<file path="config.mk">
export PLATFORM = sky130hd
export DESIGN_NAME = polynomial_multiplier
export DESIGN_NICKNAME = d
export VERILOG_FILES = /design/src/sv/plm_pkg.sv /design/src/sv/polynomial_multiplier.sv /design/src/sv/plm_ram.sv /design/src/sv/plm_front.sv /design/src/sv/plm_back.sv
export SDC_FILE = /design/constraint.sdc
export NUM_CORES = 2
export LEC_CHECK = 0
export ABC_AREA = 1
export BUFFER_PORTS_ARGS = -buffer_cell sky130_fd_sc_hd__clkbuf_2
export CORE_MARGIN = 2
export CORE_UTILIZATION = 65
export CTS_BUF_LIST = sky130_fd_sc_hd__clkbuf_8
export DETAILED_ROUTE_END_ITERATION = 10
export HOLD_SLACK_MARGIN = 0.03
export PLACE_DENSITY_LB_ADDON = 0.08
export SKIP_CTS_REPAIR_TIMING = 1
export SLEW_MARGIN = 20
export SYNTH_ARGS = -nofsm -noshare
export SYNTH_HDL_FRONTEND = slang
export SYNTH_HIERARCHICAL = 1
export SYNTH_SLANG_ARGS = --single-unit
</file>
<file path="constraint.sdc">
create_clock -name clk -period 16.4 [get_ports clk]
set_input_delay 0 -clock clk [delete_from_list [all_inputs] [get_ports clk]]
set_output_delay 0 -clock clk [all_outputs]
set_load 0.05 [all_outputs]
</file>
<file path="src/sv/plm_pkg.sv">
// Shared types and constants for the polynomial multiplier.
`default_nettype none

package plm_pkg;

  localparam int COEF_W  = 32;
  localparam int IDX_W   = 5;
  localparam int LEN_W   = 6;
  localparam int PIDX_W  = 6;
  localparam int CMD_W   = 2;
  localparam int CFG_IDX_W = 1;

  localparam int Q_DEPTH = 4;
  localparam int Q_AW    = 2;

  localparam logic [CFG_IDX_W-1:0] CFG_LEN_A = 1'b0;
  localparam logic [CFG_IDX_W-1:0] CFG_LEN_B = 1'b1;

  typedef enum logic [CMD_W-1:0] {
    CMD_WR_A = 2'd0,
    CMD_WR_B = 2'd1,
    CMD_MUL  = 2'd2
  } cmd_t;

  typedef struct packed {
    cmd_t              kind;
    logic [IDX_W-1:0]  idx;
    logic [COEF_W-1:0] value;
  } op_t;

  typedef enum logic [2:0] {
    ST_IDLE  = 3'b001,
    ST_ISSUE = 3'b010,
    ST_DRAIN = 3'b100
  } eng_state_t;

endpackage

`default_nettype wire

</file>
<file path="src/sv/polynomial_multiplier.sv">
// Top level of the schoolbook polynomial multiplier.
// Load transfer: queued, then popped by the idle sequencer into the store; no result.
// Compute: coefficient k issues its terms on the single shared MAC pipe (store read,
// product register, accumulator), emitted once the pipe drains and the output is free.
// Reset (rst_n low, synchronous): queue, sequencer and output empty, len_a = len_b = 1;
// coefficient stores are not cleared.
`default_nettype none

module polynomial_multiplier #(
  parameter int MAX_TERMS = 32
) (
  input  wire logic                             clk,
  input  wire logic                             rst_n,
  input  wire logic                             cfg_we,
  input  wire logic [plm_pkg::CFG_IDX_W-1:0]    cfg_index,
  input  wire logic [plm_pkg::LEN_W-1:0]        cfg_wdata,
  input  wire logic                             in_valid,
  output logic                                  in_ready,
  input  wire logic [plm_pkg::CMD_W-1:0]        in_command,
  input  wire logic [plm_pkg::IDX_W-1:0]        in_coef_index,
  input  wire logic [plm_pkg::COEF_W-1:0]       in_coef_value,
  output logic                                  out_valid,
  input  wire logic                             out_ready,
  output logic [plm_pkg::PIDX_W-1:0]            out_prod_index,
  output logic [plm_pkg::COEF_W-1:0]            out_prod_value,
  output logic                                  out_last
);

  import plm_pkg::*;

  logic [LEN_W-1:0] len_a_r, len_a_nxt;
  logic [LEN_W-1:0] len_b_r, len_b_nxt;
  logic             q_valid;
  logic             q_pop;
  op_t              q_op;

  always_comb begin
    len_a_nxt = len_a_r;
    len_b_nxt = len_b_r;
    if (cfg_we) begin
      case (cfg_index)
        CFG_LEN_A: len_a_nxt = cfg_wdata;
        CFG_LEN_B: len_b_nxt = cfg_wdata;
        default: ;
      endcase
    end
  end

  always_ff @(posedge clk) begin
    if (!rst_n) begin
      len_a_r <= LEN_W'(1);
      len_b_r <= LEN_W'(1);
    end else begin
      len_a_r <= len_a_nxt;
      len_b_r <= len_b_nxt;
    end
  end

  plm_front #(.MAX_TERMS(MAX_TERMS)) u_front (
    .clk           (clk),
    .rst_n         (rst_n),
    .in_valid      (in_valid),
    .in_ready      (in_ready),
    .in_command    (in_command),
    .in_coef_index (in_coef_index),
    .in_coef_value (in_coef_value),
    .q_valid       (q_valid),
    .q_op          (q_op),
    .q_pop         (q_pop)
  );

  plm_back #(.MAX_TERMS(MAX_TERMS)) u_back (
    .clk            (clk),
    .rst_n          (rst_n),
    .q_valid        (q_valid),
    .q_op           (q_op),
    .q_pop          (q_pop),
    .len_a          (len_a_r),
    .len_b          (len_b_r),
    .out_valid      (out_valid),
    .out_ready      (out_ready),
    .out_prod_index (out_prod_index),
    .out_prod_value (out_prod_value),
    .out_last       (out_last)
  );

endmodule

`default_nettype wire

</file>
<file path="src/sv/plm_ram.sv">
// Generic single-write, single-read RAM with registered read data.
`default_nettype none

module plm_ram #(
  parameter int WIDTH = 32,
  parameter int DEPTH = 32
) (
  input  wire logic                     clk,
  input  wire logic                     we,
  input  wire logic [$clog2(DEPTH)-1:0] waddr,
  input  wire logic [WIDTH-1:0]         wdata,
  input  wire logic                     re,
  input  wire logic [$clog2(DEPTH)-1:0] raddr,
  output logic      [WIDTH-1:0]         rdata
);

  logic [WIDTH-1:0] mem_r [DEPTH];
  logic [WIDTH-1:0] rdata_r;

  always_ff @(posedge clk) begin
    if (we) begin
      mem_r[waddr] <= wdata;
    end
    if (re) begin
      rdata_r <= mem_r[raddr];
    end
  end

  assign rdata = rdata_r;

endmodule

`default_nettype wire

</file>
<file path="src/sv/plm_front.sv">
// Front end: accepts input transfers, drops no-op items, queues operations.
`default_nettype none

module plm_front #(
  parameter int MAX_TERMS = 32
) (
  input  wire logic                          clk,
  input  wire logic                          rst_n,
  input  wire logic                          in_valid,
  output logic                               in_ready,
  input  wire logic [plm_pkg::CMD_W-1:0]     in_command,
  input  wire logic [plm_pkg::IDX_W-1:0]     in_coef_index,
  input  wire logic [plm_pkg::COEF_W-1:0]    in_coef_value,
  output logic                               q_valid,
  output plm_pkg::op_t                       q_op,
  input  wire logic                          q_pop
);

  import plm_pkg::*;

  op_t              q_r [Q_DEPTH];
  logic [Q_AW-1:0]  wr_ptr_r, wr_ptr_nxt;
  logic [Q_AW-1:0]  rd_ptr_r, rd_ptr_nxt;
  logic [Q_AW:0]    cnt_r, cnt_nxt;
  logic             keep;
  logic             push;
  op_t              op_in;

  always_comb begin
    op_in.kind  = cmd_t'(in_command);
    op_in.idx   = in_coef_index;
    op_in.value = in_coef_value;
    case (in_command)
      CMD_WR_A, CMD_WR_B: keep = ({1'b0, in_coef_index} < LEN_W'(MAX_TERMS));
      CMD_MUL:            keep = 1'b1;
      default:            keep = 1'b0;
    endcase
  end

  assign in_ready = (cnt_r != (Q_AW+1)'(Q_DEPTH));
  assign push     = in_valid & in_ready & keep;
  assign q_valid  = (cnt_r != '0);
  assign q_op     = q_r[rd_ptr_r];

  always_comb begin
    wr_ptr_nxt = push  ? wr_ptr_r + 1'b1 : wr_ptr_r;
    rd_ptr_nxt = q_pop ? rd_ptr_r + 1'b1 : rd_ptr_r;
    cnt_nxt    = cnt_r + (Q_AW+1)'(push) - (Q_AW+1)'(q_pop);
  end

  always_ff @(posedge clk) begin
    if (!rst_n) begin
      wr_ptr_r <= '0;
      rd_ptr_r <= '0;
      cnt_r    <= '0;
    end else begin
      wr_ptr_r <= wr_ptr_nxt;
      rd_ptr_r <= rd_ptr_nxt;
      cnt_r    <= cnt_nxt;
    end
  end

  always_ff @(posedge clk) begin
    if (push) begin
      q_r[wr_ptr_r] <= op_in;
    end
  end

endmodule

`default_nettype wire

</file>
<file path="src/sv/plm_back.sv">
// Back end: coefficient stores, multiply-accumulate sequencer, output register.
`default_nettype none

module plm_back #(
  parameter int MAX_TERMS = 32
) (
  input  wire logic                         clk,
  input  wire logic                         rst_n,
  input  wire logic                         q_valid,
  input  wire plm_pkg::op_t                 q_op,
  output logic                              q_pop,
  input  wire logic [plm_pkg::LEN_W-1:0]    len_a,
  input  wire logic [plm_pkg::LEN_W-1:0]    len_b,
  output logic                              out_valid,
  input  wire logic                         out_ready,
  output logic [plm_pkg::PIDX_W-1:0]        out_prod_index,
  output logic [plm_pkg::COEF_W-1:0]        out_prod_value,
  output logic                              out_last
);

  import plm_pkg::*;

  localparam int AW = $clog2(MAX_TERMS);

  eng_state_t          state_r, state_nxt;
  logic [PIDX_W-1:0]   k_r, k_nxt, k_start;
  logic [AW-1:0]       i_r, i_nxt;
  logic [AW-1:0]       i_hi_r, i_hi_nxt;
  logic [LEN_W-1:0]    lo_w, hi_w;
  logic [LEN_W-1:0]    na, nb, total_m1, kmi;
  logic                start_k, issue, emit, slot_free, is_last;
  logic                we_a, we_b;
  logic                rd_v_r, mul_v_r;
  logic [COEF_W-1:0]   a_rd, b_rd;
  logic [COEF_W-1:0]   full_prod;
  logic [COEF_W-1:0]   prod_r;
  logic [COEF_W-1:0]   acc_r, acc_nxt;
  logic                out_valid_r, out_valid_nxt;
  logic [PIDX_W-1:0]   out_idx_r;
  logic [COEF_W-1:0]   out_val_r;
  logic                out_last_r;

  // clamp lengths into 1..MAX_TERMS
  always_comb begin
    if (len_a == '0)                   na = LEN_W'(1);
    else if (len_a > LEN_W'(MAX_TERMS)) na = LEN_W'(MAX_TERMS);
    else                               na = len_a;
    if (len_b == '0)                   nb = LEN_W'(1);
    else if (len_b > LEN_W'(MAX_TERMS)) nb = LEN_W'(MAX_TERMS);
    else                               nb = len_b;
    total_m1 = na + nb - LEN_W'(2);
  end

  // term range of the next coefficient
  always_comb begin
    k_start = (state_r == ST_IDLE) ? '0 : k_r + 1'b1;
    lo_w    = (k_start >= nb) ? k_start - nb + LEN_W'(1) : '0;
    hi_w    = (k_start < na) ? k_start : na - LEN_W'(1);
  end

  assign kmi       = k_r - LEN_W'(i_r);
  assign slot_free = !out_valid_r || out_ready;
  assign is_last   = (k_r == total_m1);

  always_comb begin
    state_nxt = state_r;
    k_nxt     = k_r;
    i_nxt     = i_r;
    i_hi_nxt  = i_hi_r;
    q_pop     = 1'b0;
    we_a      = 1'b0;
    we_b      = 1'b0;
    start_k   = 1'b0;
    issue     = 1'b0;
    emit      = 1'b0;
    case (state_r)
      ST_IDLE: begin
        if (q_valid) begin
          q_pop = 1'b1;
          case (q_op.kind)
            CMD_WR_A: we_a = 1'b1;
            CMD_WR_B: we_b = 1'b1;
            CMD_MUL: begin
              start_k   = 1'b1;
              k_nxt     = '0;
              state_nxt = ST_ISSUE;
            end
            default: ;
          endcase
        end
      end
      ST_ISSUE: begin
        issue = 1'b1;
        if (i_r == i_hi_r) begin
          state_nxt = ST_DRAIN;
        end else begin
          i_nxt = i_r + 1'b1;
        end
      end
      ST_DRAIN: begin
        if (!rd_v_r && !mul_v_r && slot_free) begin
          emit = 1'b1;
          if (is_last) begin
            state_nxt = ST_IDLE;
          end else begin
            start_k   = 1'b1;
            k_nxt     = k_start;
            state_nxt = ST_ISSUE;
          end
        end
      end
      default: state_nxt = ST_IDLE;
    endcase
    if (start_k) begin
      i_nxt    = lo_w[AW-1:0];
      i_hi_nxt = hi_w[AW-1:0];
    end
  end

  plm_ram #(.WIDTH(COEF_W), .DEPTH(MAX_TERMS)) u_store_a (
    .clk   (clk),
    .we    (we_a),
    .waddr (q_op.idx[AW-1:0]),
    .wdata (q_op.value),
    .re    (issue),
    .raddr (i_r),
    .rdata (a_rd)
  );

  plm_ram #(.WIDTH(COEF_W), .DEPTH(MAX_TERMS)) u_store_b (
    .clk   (clk),
    .we    (we_b),
    .waddr (q_op.idx[AW-1:0]),
    .wdata (q_op.value),
    .re    (issue),
    .raddr (kmi[AW-1:0]),
    .rdata (b_rd)
  );

  assign full_prod = a_rd * b_rd;

  always_comb begin
    acc_nxt = acc_r;
    if (start_k)      acc_nxt = '0;
    else if (mul_v_r) acc_nxt = acc_r + prod_r;
    out_valid_nxt = emit || (out_valid_r && !out_ready);
  end

  always_ff @(posedge clk) begin
    if (!rst_n) begin
      state_r     <= ST_IDLE;
      rd_v_r      <= 1'b0;
      mul_v_r     <= 1'b0;
      out_valid_r <= 1'b0;
    end else begin
      state_r     <= state_nxt;
      rd_v_r      <= issue;
      mul_v_r     <= rd_v_r;
      out_valid_r <= out_valid_nxt;
    end
  end

  always_ff @(posedge clk) begin
    k_r    <= k_nxt;
    i_r    <= i_nxt;
    i_hi_r <= i_hi_nxt;
    acc_r  <= acc_nxt;
    if (rd_v_r) begin
      prod_r <= full_prod;
    end
    if (emit) begin
      out_idx_r  <= k_r;
      out_val_r  <= acc_r;
      out_last_r <= is_last;
    end
  end

  assign out_valid      = out_valid_r;
  assign out_prod_index = out_idx_r;
  assign out_prod_value = out_val_r;
  assign out_last       = out_last_r;

`ifndef SYNTHESIS
  a_rd_follows_issue: assert property (@(posedge clk) disable iff (!rst_n)
    rd_v_r |-> $past(state_r == ST_ISSUE))
    else $error("read data valid without an issue cycle");

  a_mul_follows_rd: assert property (@(posedge clk) disable iff (!rst_n)
    mul_v_r |-> $past(rd_v_r))
    else $error("product valid without read data");

  a_issue_in_range: assert property (@(posedge clk) disable iff (!rst_n)
    (state_r == ST_ISSUE) |-> ((i_r <= i_hi_r) && (LEN_W'(i_r) < na) && (kmi < nb)))
    else $error("term index outside operand lengths");

  a_last_ends: assert property (@(posedge clk) disable iff (!rst_n)
    (emit && is_last) |=> (state_r == ST_IDLE))
    else $error("sequencer busy after final coefficient");
`endif

endmodule

`default_nettype wire

</file>
== Word-level counts from Yosys, hierarchy flattened ==
Memories as Yosys holds them, arrays and structs flattened. A register that Yosys moved wholly into a read port is not among the register bits.
Cells that the tools add are included.
Storage, ports and cells
  flip-flop bits (word level): 144
  latch bits: 0
  bits in writable memories: 2204
  memory bits (read-only): 0
  bits of input ports: 51
  output and inout port bits: 41
  memories: 3
Operators by class
  add/sub/neg operators: 13
  $mul: 1
  div/mod/pow operators: 0
  $lt $le $gt $ge: 4
  equality and inequality tests: 16
  shifts and indexed selects: 0
  mux-type cells: 46
  bitwise gates (word level): 3
  reduce and logical (&&, ||, !) cells: 22
Memory list
  u_back.u_store_a.mem_r: words 32, width 32, rd ports 1, clocked after Yosys merged registers in 1, write ports 1, RTL line plm_ram.sv:17  | logic [WIDTH-1:0] mem_r [DEPTH];
  u_back.u_store_b.mem_r: words 32, width 32, rd ports 1, clocked after Yosys merged registers in 1, write ports 1, RTL line plm_ram.sv:17
  u_front.q_r: words 4, width 39, rd ports 1, clocked after Yosys merged registers in 1, write ports 1, RTL line plm_front.sv:21  | op_t q_r [Q_DEPTH];
Operators with widths (count)
  $mux 6: 9
  $add 32x32->32: 1
  $mul 32x32->32: 1
  $mux 5: 5
  $mux 1: 22
  $gt 6x6->1 const B: 2
  $logic_not 6->1: 2
  $mux 3: 4
  $pmux 6 s2: 1
  $add 5x1->5 const B: 2
  $sub 5x5->5: 2
  $pmux 3 s3: 1
  $add 6x1->6 const B: 1
  $add 6x6->6: 1
  $eq 6x6->1: 1
  $ge 6x6->1: 1
  $lt 6x6->1: 1
  $mux 2: 3
  $ne 2x1->1 const B: 3
  $ne 2x2->1 const B: 3
  $reduce_and 2->1: 3
  $sub 6x2->6 const B: 1
  $eq 5x5->1: 1
  $reduce_and 5->1: 1
  21 further kinds: 33

== Logic depth before layout (Yosys ltp) ==
  word-level depth: 11
  mapped depth: 32
  gate-level depth less buffers: 31

== Cells and area by module ==
Netlist, hierarchy kept.
Modules (own cells, without submodules)
  plm_ram: times used 2, cells an instance 3536, area an instance 42726.0 um^2, sequential area each 31710.4 um^2
  plm_back: times used 1, cells an instance 3017, area an instance 23742.8 um^2, sequential area each 3373.2 um^2
  plm_front: times used 1, cells an instance 438, area an instance 6244.7 um^2, sequential area each 4864.7 um^2
  polynomial_multiplier: times used 1, cells an instance 65, area an instance 476.7 um^2, sequential area each 240.2 um^2

== Worst setup path after synthesis ==
Ideal clock, no wire load.
  path kind: reg-to-reg
  start point: register u_back.u_store_b.rdata_r[2] (netlist: u_back/u_store_b/rdata[2]), read port of u_back.u_store_b.mem_r
  end point: register u_back.prod_r[28] (data pin)
  data arrival time: 6.303 ns
  data required time: 16.135 ns
  path slack: 9.832 ns
  cell stages (with the launch flop): 25
  path buffers: 2
  cell sequence: edfxtp_1 clkbuf_1 buf_1 nand2_1 inv_1 fa_1 inv_1 fa_1 fa_1 fa_1 inv_1 fa_1 fa_1 fa_1 inv_1 fa_1 inv_1 ha_1 a21oi_1 o21ai_0 a21oi_1 nand3_1 a21boi_1 o21ai_0 xor2_1
On the way
  word-level cells in the longest chain between the ends: 1
Ends and longest elaborated chain
  start, declared: RTL line plm_ram.sv:18  | logic [WIDTH-1:0] rdata_r;
  $mul 32x32->32: RTL line plm_back.sv:140  | assign full_prod = a_rd * b_rd;
  net u_back.full_prod[28]: RTL line plm_back.sv:35  | logic [COEF_W-1:0] full_prod;
  end signal, assigned: RTL line plm_back.sv:169  | prod_r <= full_prod;
  end, declared: RTL line plm_back.sv:36  | logic [COEF_W-1:0] prod_r;
The timed path passes the listed nets, and every way through them passes these cells.
A chain may end at the register's enable or synchronous reset.

== Worst setup path after layout ==
  start point: register u_back.u_store_b.rdata_r[4] (netlist: u_back/u_store_b/rdata[4]), read port of u_back.u_store_b.mem_r
  end point: register u_back.prod_r[28] (data pin)
Same word-level chain as after synthesis.

==> flow_summary.toml <==
[outcome]
status = "finished clean"

[sta]
tns_ns = 0
fmax_ghz = 0.1378
rsz0062_at_grt = "false"
period_share_pct = 44.26
setup_viol = 0
finalHoldViolCount = 0
min_period_ns = 7.259
fin_skew_ns = 0.1088
drv_slew = 0
worstMarginPinSlew_ns = 1.170
slew_headroom_pct = 22.01

[floorplanning]
die-area_sq_um = 181700
die_y_um = 426.3
coreArea_sq_um = 176700
start_util_pct = 65.60
die_w_um = 426.3
rows = 154
ios = 92

[clocking]
cts-root-buf = "clkbuf_8"
clkSinkCount = 2414
cts_inserted_buffers = 395
clock_latency_ns = 1.12
clockBufferDepth = 4
htree_levels = 5
clk_pin_slew_ns = 0.06
cts_tree = "done"

[flow_run]
cap_viol_max_count = 0

[placement]
gp_congestion = 0.9091
port_buffers = 91
hpwl_mm = 180.9

[synth]
synth-edff-count = 2355
synth_nets = 11249
synthFlopType = "edfxtp_1"
synth-seq-area-share_pct = 62.03
syn_area_sq_um = 115900
ys_ff_latch = 2414
ys_warn_count = 6
yosys.cell_types.count = 58
syn_area_per_cell_sq_um = 10.94
async_flop_share_pct = 0
syn-instance-count = 10592

[routing]
wl_mm = 312.6
dr.pass1.iters = 8
wl_per_cell_um = 23.26
drcViolationCount = 0
vias_per_cell = 5.908
final_antenna_net_count = 0
drt_iter0_drc = 9369
route.vias.total = 79398

[finish]
syn_to_final_growth_pct = 8.980
final_cell_mix = "nand2_1, edfxtp_1, nand3_1, inv_1, fa_1"
drive_above_1_share_pct = 7.859
nets = 11457
final_common_cell = "nand2_1"

[setup_path]
critPathRequiredTime_ns = 17.19
start_kind = "flop"
arrival_ns = 8.05
critical_path_class = "flop to flop"
cp-end-kind = "flop"
cp_max_fo = 28

[grt]
grt_max_degree = 206
grt.total_usage_pct = 34.37
grt_pass1_vias = 76445
grt-ovfl-total = 0
antenna_found_initial = 19
grt_pass1_wl_mm = 462.5

[hold_path]
hp-class = "input pin to flop"
## state kept, by name, indices dropped and copies added (netlist names), named ones only
register / flops
u_front/wr_ptr_r: 2
u_back/k_r: 6
u_back/rd_v_r: 1
u_back/i_r: 5
u_front/cnt_r: 3
len_b_r: 6
u_back/state_r: 3
u_back/out_prod_value: 32
u_back/u_store_a/rdata: 32
u_back/u_store_b/rdata: 32
u_back/mul_v_r: 1
u_front/rd_ptr_r: 2
u_back/acc_r: 32
u_back/u_store_a/mem_r: 1024
u_front/q_r: 156
len_a_r: 6
u_back/u_store_b/mem_r: 1024
u_back/out_last: 1
u_back/out_prod_index: 6
u_back/prod_r: 32
u_back/out_valid: 1
u_back/i_hi_r: 5
## critical path: stages (launching register included)
cell,delay [ns]
edfxtp_1,1.05
nand2_1,0.10
inv_1,0.11
fa_1,0.40
inv_1,0.07
fa_1,0.43
fa_1,0.53
fa_1,0.55
inv_1,0.05
fa_1,0.48
fa_1,0.50
fa_1,0.49
inv_1,0.05
fa_1,0.48
inv_1,0.04
ha_1,0.33
a21oi_1,0.22
o21ai_0,0.15
a21oi_1,0.16
nand3_1,0.17
a21boi_1,0.32
o21ai_0,0.16
xor2_1,0.16
## layer usage
layer	wire length, um	global-route usage [%]
met1	120600	47.78
met2	144600	52.85
met3	34920	7.931
met4	12390	14.18
met5	46	0
## final cells by class
type / instances / area (sq um)
Timing Repair Buffer: 386 / 3251
Inverter: 881 / 3385
Clock buffer: 410 / 5643
Sequential cell: 2414 / 71900
Clock inverter: 270 / 1217
Antenna cell: 15 / 37.54
Fill cell: 12394 / 50370
Multi-Input combinational cell: 6722 / 37960
Tap cell: 2340 / 2928
## kinds of logic after synthesis
| family | synth area share, % |
|---|---|
| compound gates | 1.656 |
| xor+xnor | 0.6951 |
| buf+inv | 6.093 |
| fa+ha+maj | 9.222 |
| flops | 62.03 |
| simple gates | 20.31 |
## final timing paths
kind                                            start                               end  slack, ns  cells after the start
setup / recovery  u_back/u_store_b/rdata[4]$_DFFE_PP_       u_back/prod_r[28]$_DFFE_PP_       9.14                     22
hold / removal                          in_command[1]  u_front/wr_ptr_r[1]$_SDFFE_PN0P_       0.13                      5
setup reg to reg  u_back/u_store_b/rdata[4]$_DFFE_PP_       u_back/prod_r[28]$_DFFE_PP_       9.14                     22
hold reg to reg      u_front/rd_ptr_r[1]$_SDFFE_PN0P_                              flop       0.46                      1
## Yosys cell counts (11+ instances only)
master,n,area [sq um]
ha_1,192,2402
o21ai_0,138,690.7
buf_1,52,195.2
o22ai_1,39,244.0
dfxtp_1,59,1181
fa_1,414,8288
a21oi_1,106,530.5
buf_6,141,1588
nand3_1,1643,8223
edfxtp_1,2355,70720
nand3b_1,11,82.58
nand2_1,3704,13900
buf_2,189,945.9
nor2_1,282,1059
clkbuf_1,132,495.5
o21ai_1,12,60.06
xor2_1,56,490.5
nand4_1,11,68.82
xnor2_1,36,315.3
buf_4,49,367.9
nor3_1,13,65.06
inv_1,869,3262
## through the flow
step / cell area (sq um) / util, % / hold WS, ns / setup slack (ns) / cells
floorplan: 115900 / - / 0.08410 / 9.832 / 10592
global placement: 118000 / 66.76 / 0.2102 / 9.210 / 12616
detailed placement: 118100 / 66.85 / 0.2187 / 9.185 / 12622
CTS: 125000 / 70.73 / -0.9721 / 9.218 / 13302
global route: 126300 / 71.48 / 0.08802 / 8.742 / 13428
finish: 126300 / 71.49 / 0.1296 / 9.141 / 13438
Power is not shown: default switching activity piles up to over one toggle a cycle in this logic, so the estimate is an artifact.
